### src/hw/rtl/sfs_pkg.sv
// shared constants, codes and control structs for the sprite frame sequencer
package sfs_pkg;

   // field widths fixed by the interface
   localparam int REQ_TYPE_W    = 2;
   localparam int DELTA_W       = 24;
   localparam int TABLE_INDEX_W = 6;
   localparam int DURATION_W    = 24;
   localparam int FRAME_INDEX_W = 6;
   localparam int FRAME_COUNT_W = 7;
   localparam int CSR_INDEX_W   = 2;
   localparam int CSR_DATA_W    = 7;

   localparam int REQ_TDATA_W = 56;
   localparam int RSP_TDATA_W = 8;

   // parameter defaults
   localparam int DEFAULT_MAX_FRAMES = 64;
   localparam int DEFAULT_TIME_BITS  = 24;

   // request kinds
   localparam logic [REQ_TYPE_W-1:0] REQ_TICK    = 2'd0;
   localparam logic [REQ_TYPE_W-1:0] REQ_WRITE   = 2'd1;
   localparam logic [REQ_TYPE_W-1:0] REQ_RESTART = 2'd2;
   localparam logic [REQ_TYPE_W-1:0] REQ_STOP    = 2'd3;

   // register indexes
   localparam logic [CSR_INDEX_W-1:0] CSR_FRAME_COUNT = 2'd0;
   localparam logic [CSR_INDEX_W-1:0] CSR_LOOP_ENABLE = 2'd1;

   typedef logic [FRAME_INDEX_W-1:0] out_frame_type;

   typedef struct packed {
      logic accept;
      logic tick_start;
      logic step;
      logic sum_clear;
      logic sum_step;
      logic rd_sweep;
      logic mod_step;
      logic mod_load;
      logic rsp_load;
   } sfs_cmd_type;

   typedef struct packed {
      logic tick_idle;
      logic count_zero;
      logic covers;
      logic wrap;
      logic loop_en;
      logic dur_zero;
      logic sweep_done;
      logic total_zero;
      logic mod_done;
   } sfs_sts_type;

endpackage

### src/hw/rtl/sfs_datapath.sv
// datapath: duration table, frame and time state, cycle sum and remainder unit
module sfs_datapath #(
   parameter int MAX_FRAMES = sfs_pkg::DEFAULT_MAX_FRAMES,
   parameter int TIME_BITS  = sfs_pkg::DEFAULT_TIME_BITS
) (
   input  logic                                 clock,
   input  logic                                 reset,
   input  logic                                 csr_wen,
   input  logic [sfs_pkg::CSR_INDEX_W-1:0]      csr_index,
   input  logic [sfs_pkg::CSR_DATA_W-1:0]       csr_wdata,
   input  logic [sfs_pkg::REQ_TYPE_W-1:0]       req_type,
   input  logic [sfs_pkg::DELTA_W-1:0]          delta_time,
   input  logic [sfs_pkg::TABLE_INDEX_W-1:0]    table_index,
   input  logic [sfs_pkg::DURATION_W-1:0]       duration_value,
   input  sfs_pkg::sfs_cmd_type                 cmd,
   output sfs_pkg::sfs_sts_type                 sts,
   output sfs_pkg::out_frame_type               frame_index,
   output logic                                 frame_valid,
   output logic                                 finished
);

   localparam int FB   = $clog2(MAX_FRAMES);
   localparam int CB   = $clog2(MAX_FRAMES + 1);
   localparam int ACCW = TIME_BITS + 1;
   localparam int SUMW = TIME_BITS + FB;
   localparam int CW   = (SUMW > ACCW + 1) ? SUMW : ACCW + 1;
   localparam int BB   = $clog2(ACCW);

   typedef logic [FB-1:0]        frame_type;
   typedef logic [CB-1:0]        cnt_type;
   typedef logic [TIME_BITS-1:0] time_type;
   typedef logic [ACCW-1:0]      acc_type;
   typedef logic [ACCW:0]        acc_ext_type;
   typedef logic [SUMW-1:0]      sum_type;
   typedef logic [CW-1:0]        cmp_type;
   typedef logic [BB-1:0]        bit_type;

   time_type table_mem [MAX_FRAMES];
   time_type rd_data_ff;
   frame_type rd_addr;
   frame_type wr_addr;
   logic wr_en;

   logic [sfs_pkg::FRAME_COUNT_W-1:0] frame_count_ff, frame_count_in;
   logic loop_ff, loop_in;
   frame_type frame_ff, frame_in;
   acc_type acc_ff, acc_in;
   logic done_ff, done_in;
   logic playing_ff, playing_in;
   time_type delta_ff, delta_in;
   cnt_type sweep_ff, sweep_in;
   sum_type sum_ff, sum_in;
   logic zero_ff, zero_in;
   acc_type rem_ff, rem_in;
   bit_type bit_ff, bit_in;
   sfs_pkg::out_frame_type out_frame_ff, out_frame_in;
   logic out_valid_ff, out_valid_in;
   logic out_fin_ff, out_fin_in;

   cnt_type act_count;
   cnt_type frame_ext;
   cnt_type next_ext;
   logic stale;
   logic tick_idle;
   acc_type base_acc;
   acc_ext_type add_acc;
   acc_type sat_acc;
   acc_type dur_ext;
   acc_type sub_acc;
   logic [ACCW:0] shifted;
   cmp_type shifted_cmp;
   cmp_type total_cmp;
   cmp_type diff_cmp;

   // frame count clamps to the table depth
   always_comb begin
      if (int'(frame_count_ff) > MAX_FRAMES) begin
         act_count = cnt_type'(MAX_FRAMES);
      end else begin
         act_count = cnt_type'(frame_count_ff);
      end
   end

   assign frame_ext = cnt_type'(frame_ff);
   assign next_ext  = frame_ext + cnt_type'(1);
   assign stale     = frame_ext >= act_count;
   assign tick_idle = !playing_ff || done_ff;

   // saturating add of the elapsed time
   assign base_acc = stale ? '0 : acc_ff;
   assign add_acc  = acc_ext_type'(base_acc) + acc_ext_type'(delta_ff);
   assign sat_acc  = add_acc[ACCW] ? '1 : add_acc[ACCW-1:0];

   assign dur_ext = acc_type'(rd_data_ff);
   assign sub_acc = acc_ff - dur_ext;

   // one restoring remainder step
   assign shifted     = {rem_ff, acc_ff[ACCW-1]};
   assign shifted_cmp = cmp_type'(shifted);
   assign total_cmp   = cmp_type'(sum_ff);
   assign diff_cmp    = shifted_cmp - total_cmp;

   assign sts.tick_idle  = tick_idle;
   assign sts.count_zero = (act_count == '0);
   assign sts.covers     = acc_ff >= dur_ext;
   assign sts.wrap       = next_ext >= act_count;
   assign sts.loop_en    = loop_ff;
   assign sts.dur_zero   = (rd_data_ff == '0);
   assign sts.sweep_done = (sweep_ff == act_count);
   assign sts.total_zero = zero_ff;
   assign sts.mod_done   = (bit_ff == bit_type'(ACCW - 1));

   assign wr_en   = cmd.accept && (req_type == sfs_pkg::REQ_WRITE)
                    && (int'(table_index) < MAX_FRAMES);
   assign wr_addr = frame_type'(table_index);
   assign rd_addr = cmd.rd_sweep ? sweep_ff[FB-1:0] : frame_in;

   always_comb begin
      frame_count_in = frame_count_ff;
      loop_in        = loop_ff;
      frame_in       = frame_ff;
      acc_in         = acc_ff;
      done_in        = done_ff;
      playing_in     = playing_ff;
      delta_in       = delta_ff;
      sweep_in       = sweep_ff;
      sum_in         = sum_ff;
      zero_in        = zero_ff;
      rem_in         = rem_ff;
      bit_in         = bit_ff;
      out_frame_in   = out_frame_ff;
      out_valid_in   = out_valid_ff;
      out_fin_in     = out_fin_ff;

      if (csr_wen) begin
         if (csr_index == sfs_pkg::CSR_FRAME_COUNT) begin
            frame_count_in = csr_wdata;
         end else if (csr_index == sfs_pkg::CSR_LOOP_ENABLE) begin
            loop_in = csr_wdata[0];
         end
      end

      if (cmd.accept) begin
         unique case (req_type)
            sfs_pkg::REQ_TICK: begin
               delta_in = time_type'(delta_time);
            end
            sfs_pkg::REQ_WRITE: begin
            end
            sfs_pkg::REQ_RESTART: begin
               playing_in = 1'b1;
               frame_in   = '0;
               acc_in     = '0;
               done_in    = 1'b0;
            end
            sfs_pkg::REQ_STOP: begin
               playing_in = 1'b0;
               frame_in   = '0;
               acc_in     = '0;
               done_in    = 1'b1;
            end
            default: begin
            end
         endcase
      end

      if (cmd.tick_start && !tick_idle) begin
         if (act_count == '0) begin
            done_in = 1'b1;
         end else begin
            frame_in = stale ? '0 : frame_ff;
            acc_in   = sat_acc;
         end
      end

      if (cmd.step) begin
         acc_in = sub_acc;
         if (next_ext < act_count) begin
            frame_in = frame_type'(next_ext);
         end else if (loop_ff) begin
            frame_in = '0;
         end else begin
            frame_in = frame_type'(act_count - cnt_type'(1));
            done_in  = 1'b1;
            acc_in   = '0;
         end
      end

      if (cmd.sum_clear) begin
         sweep_in = '0;
         sum_in   = '0;
         zero_in  = 1'b0;
         rem_in   = '0;
         bit_in   = '0;
      end

      // data arrives in the cycle after its address
      if (cmd.sum_step) begin
         sweep_in = sweep_ff + cnt_type'(1);
         if (sweep_ff != '0) begin
            sum_in  = sum_ff + sum_type'(rd_data_ff);
            zero_in = zero_ff || (rd_data_ff == '0);
         end
      end

      if (cmd.mod_step) begin
         acc_in = acc_ff << 1;
         bit_in = bit_ff + bit_type'(1);
         if (shifted_cmp >= total_cmp) begin
            rem_in = acc_type'(diff_cmp);
         end else begin
            rem_in = acc_type'(shifted);
         end
      end

      if (cmd.mod_load) begin
         acc_in = rem_ff;
      end

      if (cmd.rsp_load) begin
         out_frame_in = sfs_pkg::out_frame_type'(frame_ff);
         out_valid_in = playing_ff && (frame_ext < act_count);
         out_fin_in   = done_ff;
      end
   end

   always_ff @(posedge clock) begin
      if (wr_en) begin
         table_mem[wr_addr] <= time_type'(duration_value);
      end
      rd_data_ff <= table_mem[rd_addr];
   end

   always_ff @(posedge clock) begin
      if (reset) begin
         frame_count_ff <= '0;
         loop_ff        <= 1'b0;
         frame_ff       <= '0;
         acc_ff         <= '0;
         done_ff        <= 1'b0;
         playing_ff     <= 1'b0;
         sweep_ff       <= '0;
         bit_ff         <= '0;
      end else begin
         frame_count_ff <= frame_count_in;
         loop_ff        <= loop_in;
         frame_ff       <= frame_in;
         acc_ff         <= acc_in;
         done_ff        <= done_in;
         playing_ff     <= playing_in;
         sweep_ff       <= sweep_in;
         bit_ff         <= bit_in;
      end
   end

   always_ff @(posedge clock) begin
      delta_ff     <= delta_in;
      sum_ff       <= sum_in;
      zero_ff      <= zero_in;
      rem_ff       <= rem_in;
      out_frame_ff <= out_frame_in;
      out_valid_ff <= out_valid_in;
      out_fin_ff   <= out_fin_in;
   end

   assign frame_index = out_frame_ff;
   assign frame_valid = out_valid_ff;
   assign finished    = out_fin_ff;

   // a consumed frame always leaves the index inside the animation
   a_step_in_range: assert property (@(posedge clock) disable iff (reset)
      cmd.step |=> (frame_ext < act_count))
      else $error("frame index out of range after a step");

   // the remainder unit leaves less than one full cycle of time
   a_mod_below_total: assert property (@(posedge clock) disable iff (reset)
      cmd.mod_load |=> (cmp_type'(acc_ff) < cmp_type'(sum_ff)))
      else $error("accumulator not reduced below cycle total");

endmodule

### src/hw/rtl/sfs_controller.sv
// controller: state machine sequencing ticks, cycle sum, remainder and result
module sfs_controller (
   input  logic                           clock,
   input  logic                           reset,
   input  logic                           req_tvalid,
   output logic                           req_tready,
   input  logic [sfs_pkg::REQ_TYPE_W-1:0] req_type,
   output logic                           rsp_tvalid,
   input  logic                           rsp_tready,
   output sfs_pkg::sfs_cmd_type           cmd,
   input  sfs_pkg::sfs_sts_type           sts
);

   localparam logic [2:0] S_IDLE   = 3'd0;
   localparam logic [2:0] S_TICK   = 3'd1;
   localparam logic [2:0] S_STEP   = 3'd2;
   localparam logic [2:0] S_SUM    = 3'd3;
   localparam logic [2:0] S_MOD    = 3'd4;
   localparam logic [2:0] S_MODEND = 3'd5;
   localparam logic [2:0] S_RELOAD = 3'd6;
   localparam logic [2:0] S_OUT    = 3'd7;

   logic [2:0] state_ff, state_in;
   logic stepped_ff, stepped_in;
   logic rsp_valid_ff, rsp_valid_in;

   always_comb begin
      state_in     = state_ff;
      stepped_in   = stepped_ff;
      rsp_valid_in = rsp_valid_ff;
      cmd          = '0;

      if (rsp_valid_ff && rsp_tready) begin
         rsp_valid_in = 1'b0;
      end

      unique case (state_ff)
         S_IDLE: begin
            if (req_tvalid) begin
               cmd.accept = 1'b1;
               state_in   = (req_type == sfs_pkg::REQ_TICK) ? S_TICK : S_OUT;
            end
         end
         S_TICK: begin
            cmd.tick_start = 1'b1;
            stepped_in     = 1'b0;
            if (sts.tick_idle || sts.count_zero) begin
               state_in = S_OUT;
            end else begin
               state_in = S_STEP;
            end
         end
         S_STEP: begin
            // in loop mode a zero-length frame reached by stepping ends the tick
            if (stepped_ff && sts.loop_en && sts.dur_zero) begin
               state_in = S_OUT;
            end else if (!sts.covers) begin
               state_in = S_OUT;
            end else begin
               cmd.step   = 1'b1;
               stepped_in = 1'b1;
               if (sts.wrap) begin
                  if (sts.loop_en) begin
                     cmd.sum_clear = 1'b1;
                     state_in      = S_SUM;
                  end else begin
                     state_in = S_OUT;
                  end
               end
            end
         end
         S_SUM: begin
            cmd.sum_step = 1'b1;
            cmd.rd_sweep = 1'b1;
            if (sts.sweep_done) begin
               state_in = S_MOD;
            end
         end
         S_MOD: begin
            if (sts.total_zero) begin
               state_in = S_RELOAD;
            end else begin
               cmd.mod_step = 1'b1;
               if (sts.mod_done) begin
                  state_in = S_MODEND;
               end
            end
         end
         S_MODEND: begin
            cmd.mod_load = 1'b1;
            state_in     = S_STEP;
         end
         S_RELOAD: begin
            state_in = S_STEP;
         end
         S_OUT: begin
            if (!rsp_valid_ff || rsp_tready) begin
               cmd.rsp_load = 1'b1;
               rsp_valid_in = 1'b1;
               state_in     = S_IDLE;
            end
         end
         default: begin
            state_in = S_IDLE;
         end
      endcase
   end

   always_ff @(posedge clock) begin
      if (reset) begin
         state_ff     <= S_IDLE;
         stepped_ff   <= 1'b0;
         rsp_valid_ff <= 1'b0;
      end else begin
         state_ff     <= state_in;
         stepped_ff   <= stepped_in;
         rsp_valid_ff <= rsp_valid_in;
      end
   end

   assign req_tready = (state_ff == S_IDLE);
   assign rsp_tvalid = rsp_valid_ff;

   // a sweep starts only on a looping wrap of a consumed frame
   a_sum_on_wrap: assert property (@(posedge clock) disable iff (reset)
      cmd.sum_clear |-> (sts.loop_en && sts.wrap && sts.covers && cmd.step))
      else $error("cycle sum started without a looping wrap");

   // an idle or empty tick goes straight to the result
   a_idle_tick: assert property (@(posedge clock) disable iff (reset)
      (state_ff == S_TICK && (sts.tick_idle || sts.count_zero)) |=> (state_ff == S_OUT))
      else $error("idle tick did not return a result");

endmodule

### src/hw/rtl/sprite_frame_sequencer.sv
// top level of the sprite animation frame sequencer
// frame sequencer for sprite animation: write words load per-frame durations
// into a table, a tick word adds elapsed time and the block steps through
// frames while the accumulated time covers the current frame, wrapping when
// looping or holding the last frame and raising finished otherwise; restart
// and stop words control playback. every accepted word returns one result
// word. write, restart and stop words go straight to the result stage, and a
// tick does too when playback is idle or the animation is empty; otherwise it
// steps through the consumed frames, reading each frame's duration from the
// table memory one address per cycle, and ends with a final compare, which is
// skipped when a non-looping pass runs off the end. a looping wrap adds a
// sweep over the table to sum one cycle of durations, then a pass through the
// bit-serial remainder unit when none is zero, after which less than one cycle
// of frames remains; the remainder unit is skipped when a duration is zero. a
// new word is accepted once the previous one is handed to the result
// register. the duration table needs no clearing pass: entries read before
// they are written give undefined durations
module sprite_frame_sequencer #(
   parameter int MAX_FRAMES = sfs_pkg::DEFAULT_MAX_FRAMES,
   parameter int TIME_BITS  = sfs_pkg::DEFAULT_TIME_BITS
) (
   input  logic                               clock,
   input  logic                               reset,
   // configuration write port
   input  logic                               csr_wen,
   input  logic [sfs_pkg::CSR_INDEX_W-1:0]    csr_index,
   input  logic [sfs_pkg::CSR_DATA_W-1:0]     csr_wdata,
   // request stream
   input  logic                               req_tvalid,
   output logic                               req_tready,
   // delta_time [23:0], table_index [29:24], duration_value [53:30], zero pad
   input  logic [sfs_pkg::REQ_TDATA_W-1:0]    req_tdata,
   // req_type [1:0]
   input  logic [sfs_pkg::REQ_TYPE_W-1:0]     req_tuser,
   // result stream
   output logic                               rsp_tvalid,
   input  logic                               rsp_tready,
   // frame_index [5:0], frame_valid [6], finished [7]
   output logic [sfs_pkg::RSP_TDATA_W-1:0]    rsp_tdata
);

   localparam int TI_LO  = sfs_pkg::DELTA_W;
   localparam int DUR_LO = sfs_pkg::DELTA_W + sfs_pkg::TABLE_INDEX_W;

   sfs_pkg::sfs_cmd_type cmd;
   sfs_pkg::sfs_sts_type sts;

   // unpacked request fields
   logic [sfs_pkg::DELTA_W-1:0]       delta_time;
   logic [sfs_pkg::TABLE_INDEX_W-1:0] table_index;
   logic [sfs_pkg::DURATION_W-1:0]    duration_value;

   // result fields from the output register
   sfs_pkg::out_frame_type frame_index;
   logic frame_valid;
   logic finished;

   assign delta_time     = req_tdata[sfs_pkg::DELTA_W-1:0];
   assign table_index    = req_tdata[TI_LO +: sfs_pkg::TABLE_INDEX_W];
   assign duration_value = req_tdata[DUR_LO +: sfs_pkg::DURATION_W];

   assign rsp_tdata = {finished, frame_valid, frame_index};

   // sequencing of items, sweeps and result handoff
   sfs_controller u_ctrl (
      .clock      (clock),
      .reset      (reset),
      .req_tvalid (req_tvalid),
      .req_tready (req_tready),
      .req_type   (req_tuser),
      .rsp_tvalid (rsp_tvalid),
      .rsp_tready (rsp_tready),
      .cmd        (cmd),
      .sts        (sts)
   );

   // table memory, playback state, cycle sum and remainder
   sfs_datapath #(
      .MAX_FRAMES (MAX_FRAMES),
      .TIME_BITS  (TIME_BITS)
   ) u_dp (
      .clock          (clock),
      .reset          (reset),
      .csr_wen        (csr_wen),
      .csr_index      (csr_index),
      .csr_wdata      (csr_wdata),
      .req_type       (req_tuser),
      .delta_time     (delta_time),
      .table_index    (table_index),
      .duration_value (duration_value),
      .cmd            (cmd),
      .sts            (sts),
      .frame_index    (frame_index),
      .frame_valid    (frame_valid),
      .finished       (finished)
   );

endmodule

### config.mk
export PLATFORM = sky130hd
export DESIGN_NAME = sprite_frame_sequencer
export DESIGN_NICKNAME = d
export VERILOG_FILES = /design/src/hw/rtl/sfs_pkg.sv /design/src/hw/rtl/sfs_datapath.sv /design/src/hw/rtl/sfs_controller.sv /design/src/hw/rtl/sprite_frame_sequencer.sv
export SDC_FILE = /design/constraint.sdc
export NUM_CORES = 2
export LEC_CHECK = 0
export BUFFER_PORTS_ARGS = -buffer_cell sky130_fd_sc_hd__buf_4
export CELL_PAD_IN_SITES_DETAIL_PLACEMENT = 0
export CELL_PAD_IN_SITES_GLOBAL_PLACEMENT = 1
export CORE_UTILIZATION = 55
export CTS_CLUSTER_DIAMETER = 60
export CTS_CLUSTER_SIZE = 16
export DETAILED_ROUTE_END_ITERATION = 16
export PLACE_DENSITY_LB_ADDON = 0.1
export SLEW_MARGIN = 20
export SYNTH_ARGS = -nofsm -noshare
export SYNTH_HDL_FRONTEND = slang
export SYNTH_SLANG_ARGS = --single-unit
### constraint.sdc
create_clock -name clock -period 7.3 [get_ports clock]
set_input_delay 1.46 -clock clock [delete_from_list [all_inputs] [get_ports clock]]
set_output_delay 1.46 -clock clock [all_outputs]
set_load 0.03 [all_outputs]
* Yosys cells after proc, flatten, opt, wreduce, memory -nomap -nowiden
Memory sizes are Yosys's and may differ from the RTL's. A register that Yosys moved wholly into a read port is not among the register bits.
Index checks and enable logic that the tools add are counted.
** Word-level totals
- Latch bits :: 0
- ROM bits :: 0
- Output and inout port bits :: 10
- Memories kept :: 1
- Bits in writable memories :: 1536
- Register bits after elaboration :: 146
- Input port bits :: 72
** Cells by class
- Multiply operators :: 0
- $add $sub $neg :: 8
- Shift-type cells :: 0
- Bitwise logic cells :: 1
- Reductions and logical operators :: 31
- Mux-type cells :: 76
- Eq/ne operators :: 20
- Div/mod/pow operators :: 0
- Magnitude comparators :: 7
** Memory list
- u_dp.table_mem :: depth 64, width 24, read ports 1, clocked after Yosys merged registers in 1, wr ports 1, RTL line sfs_datapath.sv:38 : time_type table_mem [MAX_FRAMES];
** Operators by type and width (count)
- 25-bit two-way mux :: 14
- 30-bit two-way mux :: 3
- 6-bit two-way mux :: 9
- 3-bit two-way mux :: 11
- 30-bit by 24-bit adder with 30-bit output :: 1
- 26-bit by 30-bit >= comparator with 1-bit output :: 1
- 25-bit by 24-bit adder with 26-bit output :: 1
- 1-bit two-way mux :: 26
- 25-bit by 24-bit >= comparator with 1-bit output :: 1
- 25-bit by 24-bit subtractor with 25-bit output :: 1
- 25-bit subtractor :: 1
- 24-bit zero test :: 1
- 7-bit two-way mux :: 3
- 3-bit one-hot mux with 7 select lines :: 1
- 3-bit equality test (second input constant) :: 4
- 5-bit two-way mux :: 2
- 2-bit two-way mux :: 4
- 2-bit nonzero test :: 4
- 6-bit by 1-bit adder with 7-bit output (second input constant) :: 1
- 7-bit by 1-bit adder with 7-bit output (second input constant) :: 1
- 7-bit equality test :: 1
- 6-bit by 7-bit >= comparator with 1-bit output :: 1
- 7-bit >= comparator :: 1
- 7-bit > comparator (second input constant) :: 1
- other kinds (26) :: 49

* Longest topological paths before layout
- Word-level depth :: 11
- Mapped depth :: 26
- Mapped depth without buffers :: 23

* Modules after synthesis
A second synthesis with hierarchy kept.
** Unflattened totals
- Cells, all modules :: 5802
- Area, all modules :: 72836.1 µm²
** By module, submodules not included
- sfs_datapath :: sequential area each 49998.0 µm², instances 1, area each 72343.1 µm², cells an instance 5742
- sfs_controller :: sequential area each 100.1 µm², instances 1, area each 478.0 µm², cells an instance 58
- sprite_frame_sequencer :: sequential area each 0.0 µm², instances 1, area each 15.0 µm², cells an instance 2

* Worst setup path after synthesis
No wires, ideal clock.
- Path kind :: flip-flop to flip-flop
- Start point :: register u_dp.frame_count_ff[6] (netlist name)
- End point :: register u_dp.acc_ff[17]
- Data required time :: 7.222 ns
- Library setup time :: 0.078 ns
- Path buffers :: 3
- Stages on the path, launching flop included :: 25
- Setup slack :: 2.374 ns
- Arrival :: 4.849 ns
- Cells stage by stage :: dfxtp_1 > inv_1 > clkbuf_1 > nand2_1 > ha_1 > nor2b_1 > o21a_1 > o21a_1 > nor3_1 > clkbuf_1 > and2_1 > ha_1 > or3_1 > nand2_1 > a211oi_1 > nor2_1 > o22ai_1 > a21oi_1 > o311ai_0 > a21oi_1 > and2_1 > clkbuf_1 > a211oi_1 > a211oi_1 > nor3_1
** Between the ends
- Cells in the longest elaborated chain, start to end :: 11
** RTL lines
- start: declaration :: RTL line sfs_datapath.sv:44 : logic [sfs_pkg::FRAME_COUNT_W-1:0] frame_count_ff, frame_count_in;
- start signal: assignment :: RTL line sfs_datapath.sv:245 : frame_count_ff <= frame_count_in;
- 7-bit > comparator :: RTL line sfs_datapath.sv:77 : if (int'(frame_count_ff) > MAX_FRAMES) begin
- 7-bit two-way mux (*) :: RTL line sfs_datapath.sv:77
- 6-bit by 7-bit >= comparator with 1-bit output :: RTL line sfs_datapath.sv:86 : assign stale = frame_ext >= act_count;
- 25-bit two-way mux :: RTL line sfs_datapath.sv:90 : assign base_acc = stale ? '0 : acc_ff;
- 25-bit by 24-bit adder with 26-bit output :: RTL line sfs_datapath.sv:91 : assign add_acc = acc_ext_type'(base_acc) + acc_ext_type'(delta_ff);
- 25-bit two-way mux :: RTL line sfs_datapath.sv:92 : assign sat_acc = add_acc[ACCW] ? '1 : add_acc[ACCW-1:0];
- 25-bit two-way mux :: RTL line sfs_datapath.sv:168 : if (act_count == '0) begin
- 25-bit two-way mux :: RTL line sfs_datapath.sv:167 : if (cmd.tick_start && !tick_idle) begin
- 25-bit two-way mux (*) :: RTL line sfs_datapath.sv:176 : if (cmd.step) begin
- 25-bit two-way mux (*) :: RTL line sfs_datapath.sv:206 : if (cmd.mod_step) begin
- 25-bit two-way mux (*) :: RTL line sfs_datapath.sv:216 : if (cmd.mod_load) begin
- end signal: assignment :: RTL line sfs_datapath.sv:248 : acc_ff <= acc_in;
- end: declaration :: RTL line sfs_datapath.sv:47 : acc_type acc_ff, acc_in;
Mark *: on every way between the ends. The rest lies on a longest branch, timed or not.
A chain may end at the register's enable or synchronous reset.

* Worst setup path in the final report
- Start point :: register u_dp.frame_ff[0]
- End point :: register u_dp.rd_data_ff[3], read port of u_dp.table_mem
** Between the ends
- Cells in the longest elaborated chain, start to end :: 6
** RTL lines
- start: declaration :: RTL line sfs_datapath.sv:46 : frame_type frame_ff, frame_in;
- start signal: assignment :: RTL line sfs_datapath.sv:247 : frame_ff <= frame_in;
- branches (longest 4 deep; another with 6-bit by 1-bit adder with 7-bit output)
- 6-bit two-way mux (*) :: RTL line sfs_datapath.sv:176
- 6-bit two-way mux (*) :: RTL line sfs_datapath.sv:116 : assign rd_addr = cmd.rd_sweep ? sweep_ff[FB-1:0] : frame_in;
- end: declaration :: RTL line sfs_datapath.sv:39 : time_type rd_data_ff;
Mark *: on every way between the ends.

==> flow_summary_export.csv <==
group,metric,value,unit
run_status,run_status,"finished clean",
timing,fmaxAchievable,0.1480,GHz
timing,rsz0062_at_grt,"false",
critical_path,endpoint_kind,"flop",
cts,clock_sinks,1706,
global_route,grt_usage,28.06,%
timing,hold_viol_final,0,
floorplanning,die_x,364.9,um
timing,finalSetupViolations,0,
drt,num_vias,44530,
critical_path,crit_type,"reg -> reg",
power,peakVddDrop,0.3583,mV
timing,min_period,6.758,ns
timing,drv_slew,0,
critical_path,worstReg2RegStart,"u_dp.frame_ff[0]",
synthesis,yosysWarnings,0,
critical_path,cp_data_arrival_time,7.36,ns
drt,wire_per_inst,26.27,um
drt,ant_nets,0,
critical_path,r2r-end,"u_dp.rd_data_ff[3]",
critical_path,setup.worst_path.end,"u_dp.rd_data_ff[3]",
placement,dp_slack,0.6889,ns
synthesis,synth_flop_cell,"edfxtp_1",
timing,min_period_over_period,92.57,%
timing,tightest_slew,1.146,ns
synthesis,syn-mean-instance-area,13.87,um2
synthesis,synth_nets,5417,
timing,fin_tns_setup,0,ns
synthesis,ys_async_sr_fraction,0,%
critical_path,ff2ff_setup_slack,0.54,ns
global_route,grt_pass1_wl,272400,um
timing,postLayoutSetupSlackWorst,0.5424,ns
cts,clk-insertion-delay-late,0.78,ns
power,p_total,30.54,mW
critical_path,critPathLaunchType,"flop",
cts,cts.path.max_buffers,3,
synthesis,synth_cells,5223,
cts,clkTransAtPathRegs,0.07,ns
global_route,grt_max_degree,94,
placement,hpwl,112700,um
finish,synthToLayoutAreaGrowth,10.63,%
synthesis,ys_seq_area_share,69.17,%
finish,fillerInstances,9925,
finish,instances_no_fill,7140,
timing,slew_headroom,23.42,%
synthesis,synthesis.area,72430,um2
drt,wirelength,187600,um
cts,cts_tree,"done",
cts,post_cts_buffers,0,
floorplanning,die_area,133100,um2
drt,drc,0,
timing,holdWs,0.4539,ns
critical_path,crit_path_start,"u_dp.frame_ff[0]",
cts,htree_levels,4,
floorplanning,rows,132,
cts,cts_root_buffer,"clkbuf_16",
placement,dp.cells,6924,
critical_path,cp.required,7.91,ns
min_path,hp-class,"reg -> reg",
floorplanning,coreArea,130100,um2
global_route,grt-ovfl-total,0,
finish,nets,5516,
critical_path,crit_fanout,12,
power,power_density,381.1,nW/um2
synthesis,synth_edf_count,1593,
power,cellLeakagePower,29.60,nW
synthesis,synth-seq-cells,1706,
placement,gp_congestion,0.8760,
placement,port_buffers,79,
synthesis,synth.distinct_cells,78,
cts,cts_buffers,138,
floorplanning,initial_core_util,55.65,%
global_route,antenna_found_initial,9,
floorplanning,io_pins,82,
floorplanning,chipHeight,364.9,um
job,max_cap_viol_count,0,
cts,cts_resized,0,
drt,vias_per_cell,6.237,
drt,first_iter_violations,4498,
finish,layout-drive-gt1-share,10.47,%
drt,drt_first_pass_iters,6,
cts,hold_buffers,0,
critical_path,worstRegToRegCells,18,
timing,skew,0.02543,ns
global_route,grt_pass1_vias,42220,
## critical path, stage by stage, from the launching register on
cell	delay, ns
dfxtp_1	0.50
ha_1	0.26
nand3_1	0.11
xnor2_1	0.25
ha_1	0.27
and3_1	0.21
a221oi_1	0.53
and2_1	0.51
mux2i_1	0.26
mux2i_1	0.14
mux2i_1	0.88
nand3b_1	0.32
nand2b_1	0.56
buf_4	0.37
o22ai_1	0.11
buf_4	0.17
nor4_1	0.78
buf_4	0.27
nand3_1	0.09
## metal layers
metal | vias up | wire (um) | part of all wire, % | GRT usage, %
li1 | 20370 | - | - | -
met1 | 22260 | 80360 | 43 | 39.95
met2 | 1642 | 86350 | 46 | 43.90
met3 | 252 | 16010 | 8.5 | 5.756
met4 | 10 | 4791 | 2.6 | 7.835
met5 | - | 71 | 0.038 | 0
## flip-flops by register name, indices dropped and copies added, names as in the netlist
name,flops
u_ctrl.state_ff,3
u_dp.loop_ff,1
u_dp.rd_data_ff,24
u_dp.frame_count_ff,7
u_dp.playing_ff,1
u_dp.sum_ff,30
u_dp.bit_ff,5
u_dp.delta_ff,24
u_dp.frame_index,6
u_dp.table_mem,1536
u_dp.zero_ff,1
u_dp.sweep_ff,7
u_dp.rem_ff,25
u_dp.frame_valid,1
u_dp.frame_ff,6
u_dp.acc_ff,25
u_ctrl.stepped_ff,1
u_ctrl.rsp_tvalid,1
u_dp.finished,1
u_dp.done_ff,1
## final cells by class
type / instances / area (um2) / share of cell area, %
Sequential cell: 1706 / 50100 / 62.52
Multi-Input combinational cell: 3103 / 20780 / 25.93
Tap cell: 1742 / 2180 / 2.720
Inverter: 93 / 349.1 / 0.4356
Timing Repair Buffer: 280 / 2377 / 2.967
Clock buffer: 173 / 3785 / 4.723
Clock inverter: 42 / 559.3 / 0.6980
Antenna cell: 1 / 2.502 / 0.003123
## Yosys cell counts, types with 14 or more instances
| master | count | area (um2) |
|---|---|---|
| edfxtp_1 | 1593 | 47840 |
| nand2_1 | 562 | 2110 |
| a21oi_1 | 509 | 2547 |
| mux2i_1 | 385 | 3854 |
| a22o_1 | 215 | 1883 |
| nor2_1 | 197 | 739.5 |
| clkbuf_1 | 164 | 615.6 |
| ha_1 | 118 | 1476 |
| dfxtp_1 | 113 | 2262 |
| o22ai_1 | 113 | 706.9 |
| buf_2 | 109 | 545.5 |
| a211oi_1 | 99 | 743.2 |
| inv_1 | 93 | 349.1 |
| o21ai_0 | 90 | 450.4 |
| nand3_1 | 89 | 445.4 |
| a22oi_1 | 71 | 533.0 |
| xnor2_1 | 68 | 595.6 |
| a21o_1 | 57 | 427.9 |
| a221oi_1 | 51 | 446.7 |
| and3_1 | 37 | 231.5 |
| and2_1 | 36 | 225.2 |
| nor3_1 | 35 | 175.2 |
| nor4_1 | 35 | 219.0 |
| buf_4 | 24 | 180.2 |
| a2111oi_0 | 23 | 201.4 |
| o2bb2ai_1 | 23 | 201.4 |
| xor2_1 | 23 | 201.4 |
| o21bai_1 | 22 | 165.2 |
| o221ai_1 | 22 | 192.7 |
| nand4_1 | 21 | 131.4 |
| buf_1 | 19 | 71.32 |
| nor2b_1 | 19 | 118.9 |
| a31oi_1 | 18 | 112.6 |
| nand2b_1 | 17 | 106.4 |
| or3_1 | 16 | 100.1 |
| o21a_1 | 14 | 105.1 |
## power breakdown
part	total, mW	internal (mW)	switching (mW)
clock	7.43	4.04	3.39
sequential	11.4	11.0	0.373
combinational	11.7	4.58	7.16
## cell families (layout without fill, tap and decap cells)
group                      after synthesis  count (layout)  share of synthesized area [%]
other                                    0               1                              0
adders and majority gates              122             122                          2.149
muxes                                  386             386                          5.352
buffers and inverters                  414             588                          2.510
and+or+nand+nor                       1100            1100                          6.767
AOI/OAI and AO/OA                     1404            1404                          12.95
DFF                                   1706            1706                          69.17
xor gates and xnor gates                91              91                          1.100
## placed cells by master, fill, tap and decap left out, types with 93 or more instances in the layout
cell type	count
ha_1	118
a21oi_1	509
nor2_1	128
dfxtp_1	113
a211oi_1	99
o22ai_1	113
edfxtp_1	1593
nand2_1	561
inv_1	93
a22o_1	215
buf_4	258
mux2i_1	385
clkbuf_16	146
## how the worst min path moves through the flow
stage                     from               to  slack, ns  depth (start not counted)
5_1_grt           u_dp.done_ff    u_dp.finished       0.47                          0
4_1_cts           u_dp.done_ff    u_dp.finished       0.45                          0
3_3_place_gp   u_dp.sum_ff[24]  u_dp.sum_ff[24]       0.44                          2
6_report       u_dp.sum_ff[24]  u_dp.sum_ff[24]       0.45                          2
3_5_place_dp   u_dp.sum_ff[24]  u_dp.sum_ff[24]       0.45                          2
2_1_floorplan     u_dp.done_ff    u_dp.finished       0.42                          0
## per-stage QoR
stage                     area (um2)  utilization (%)
final                          80130            61.57
after detailed placement       75780            58.23
after global placement         75780            58.22
after CTS                      80130            61.57
after global routing           80130            61.57
after floorplan                72430                -
Power figures use the tool's default switching activity.
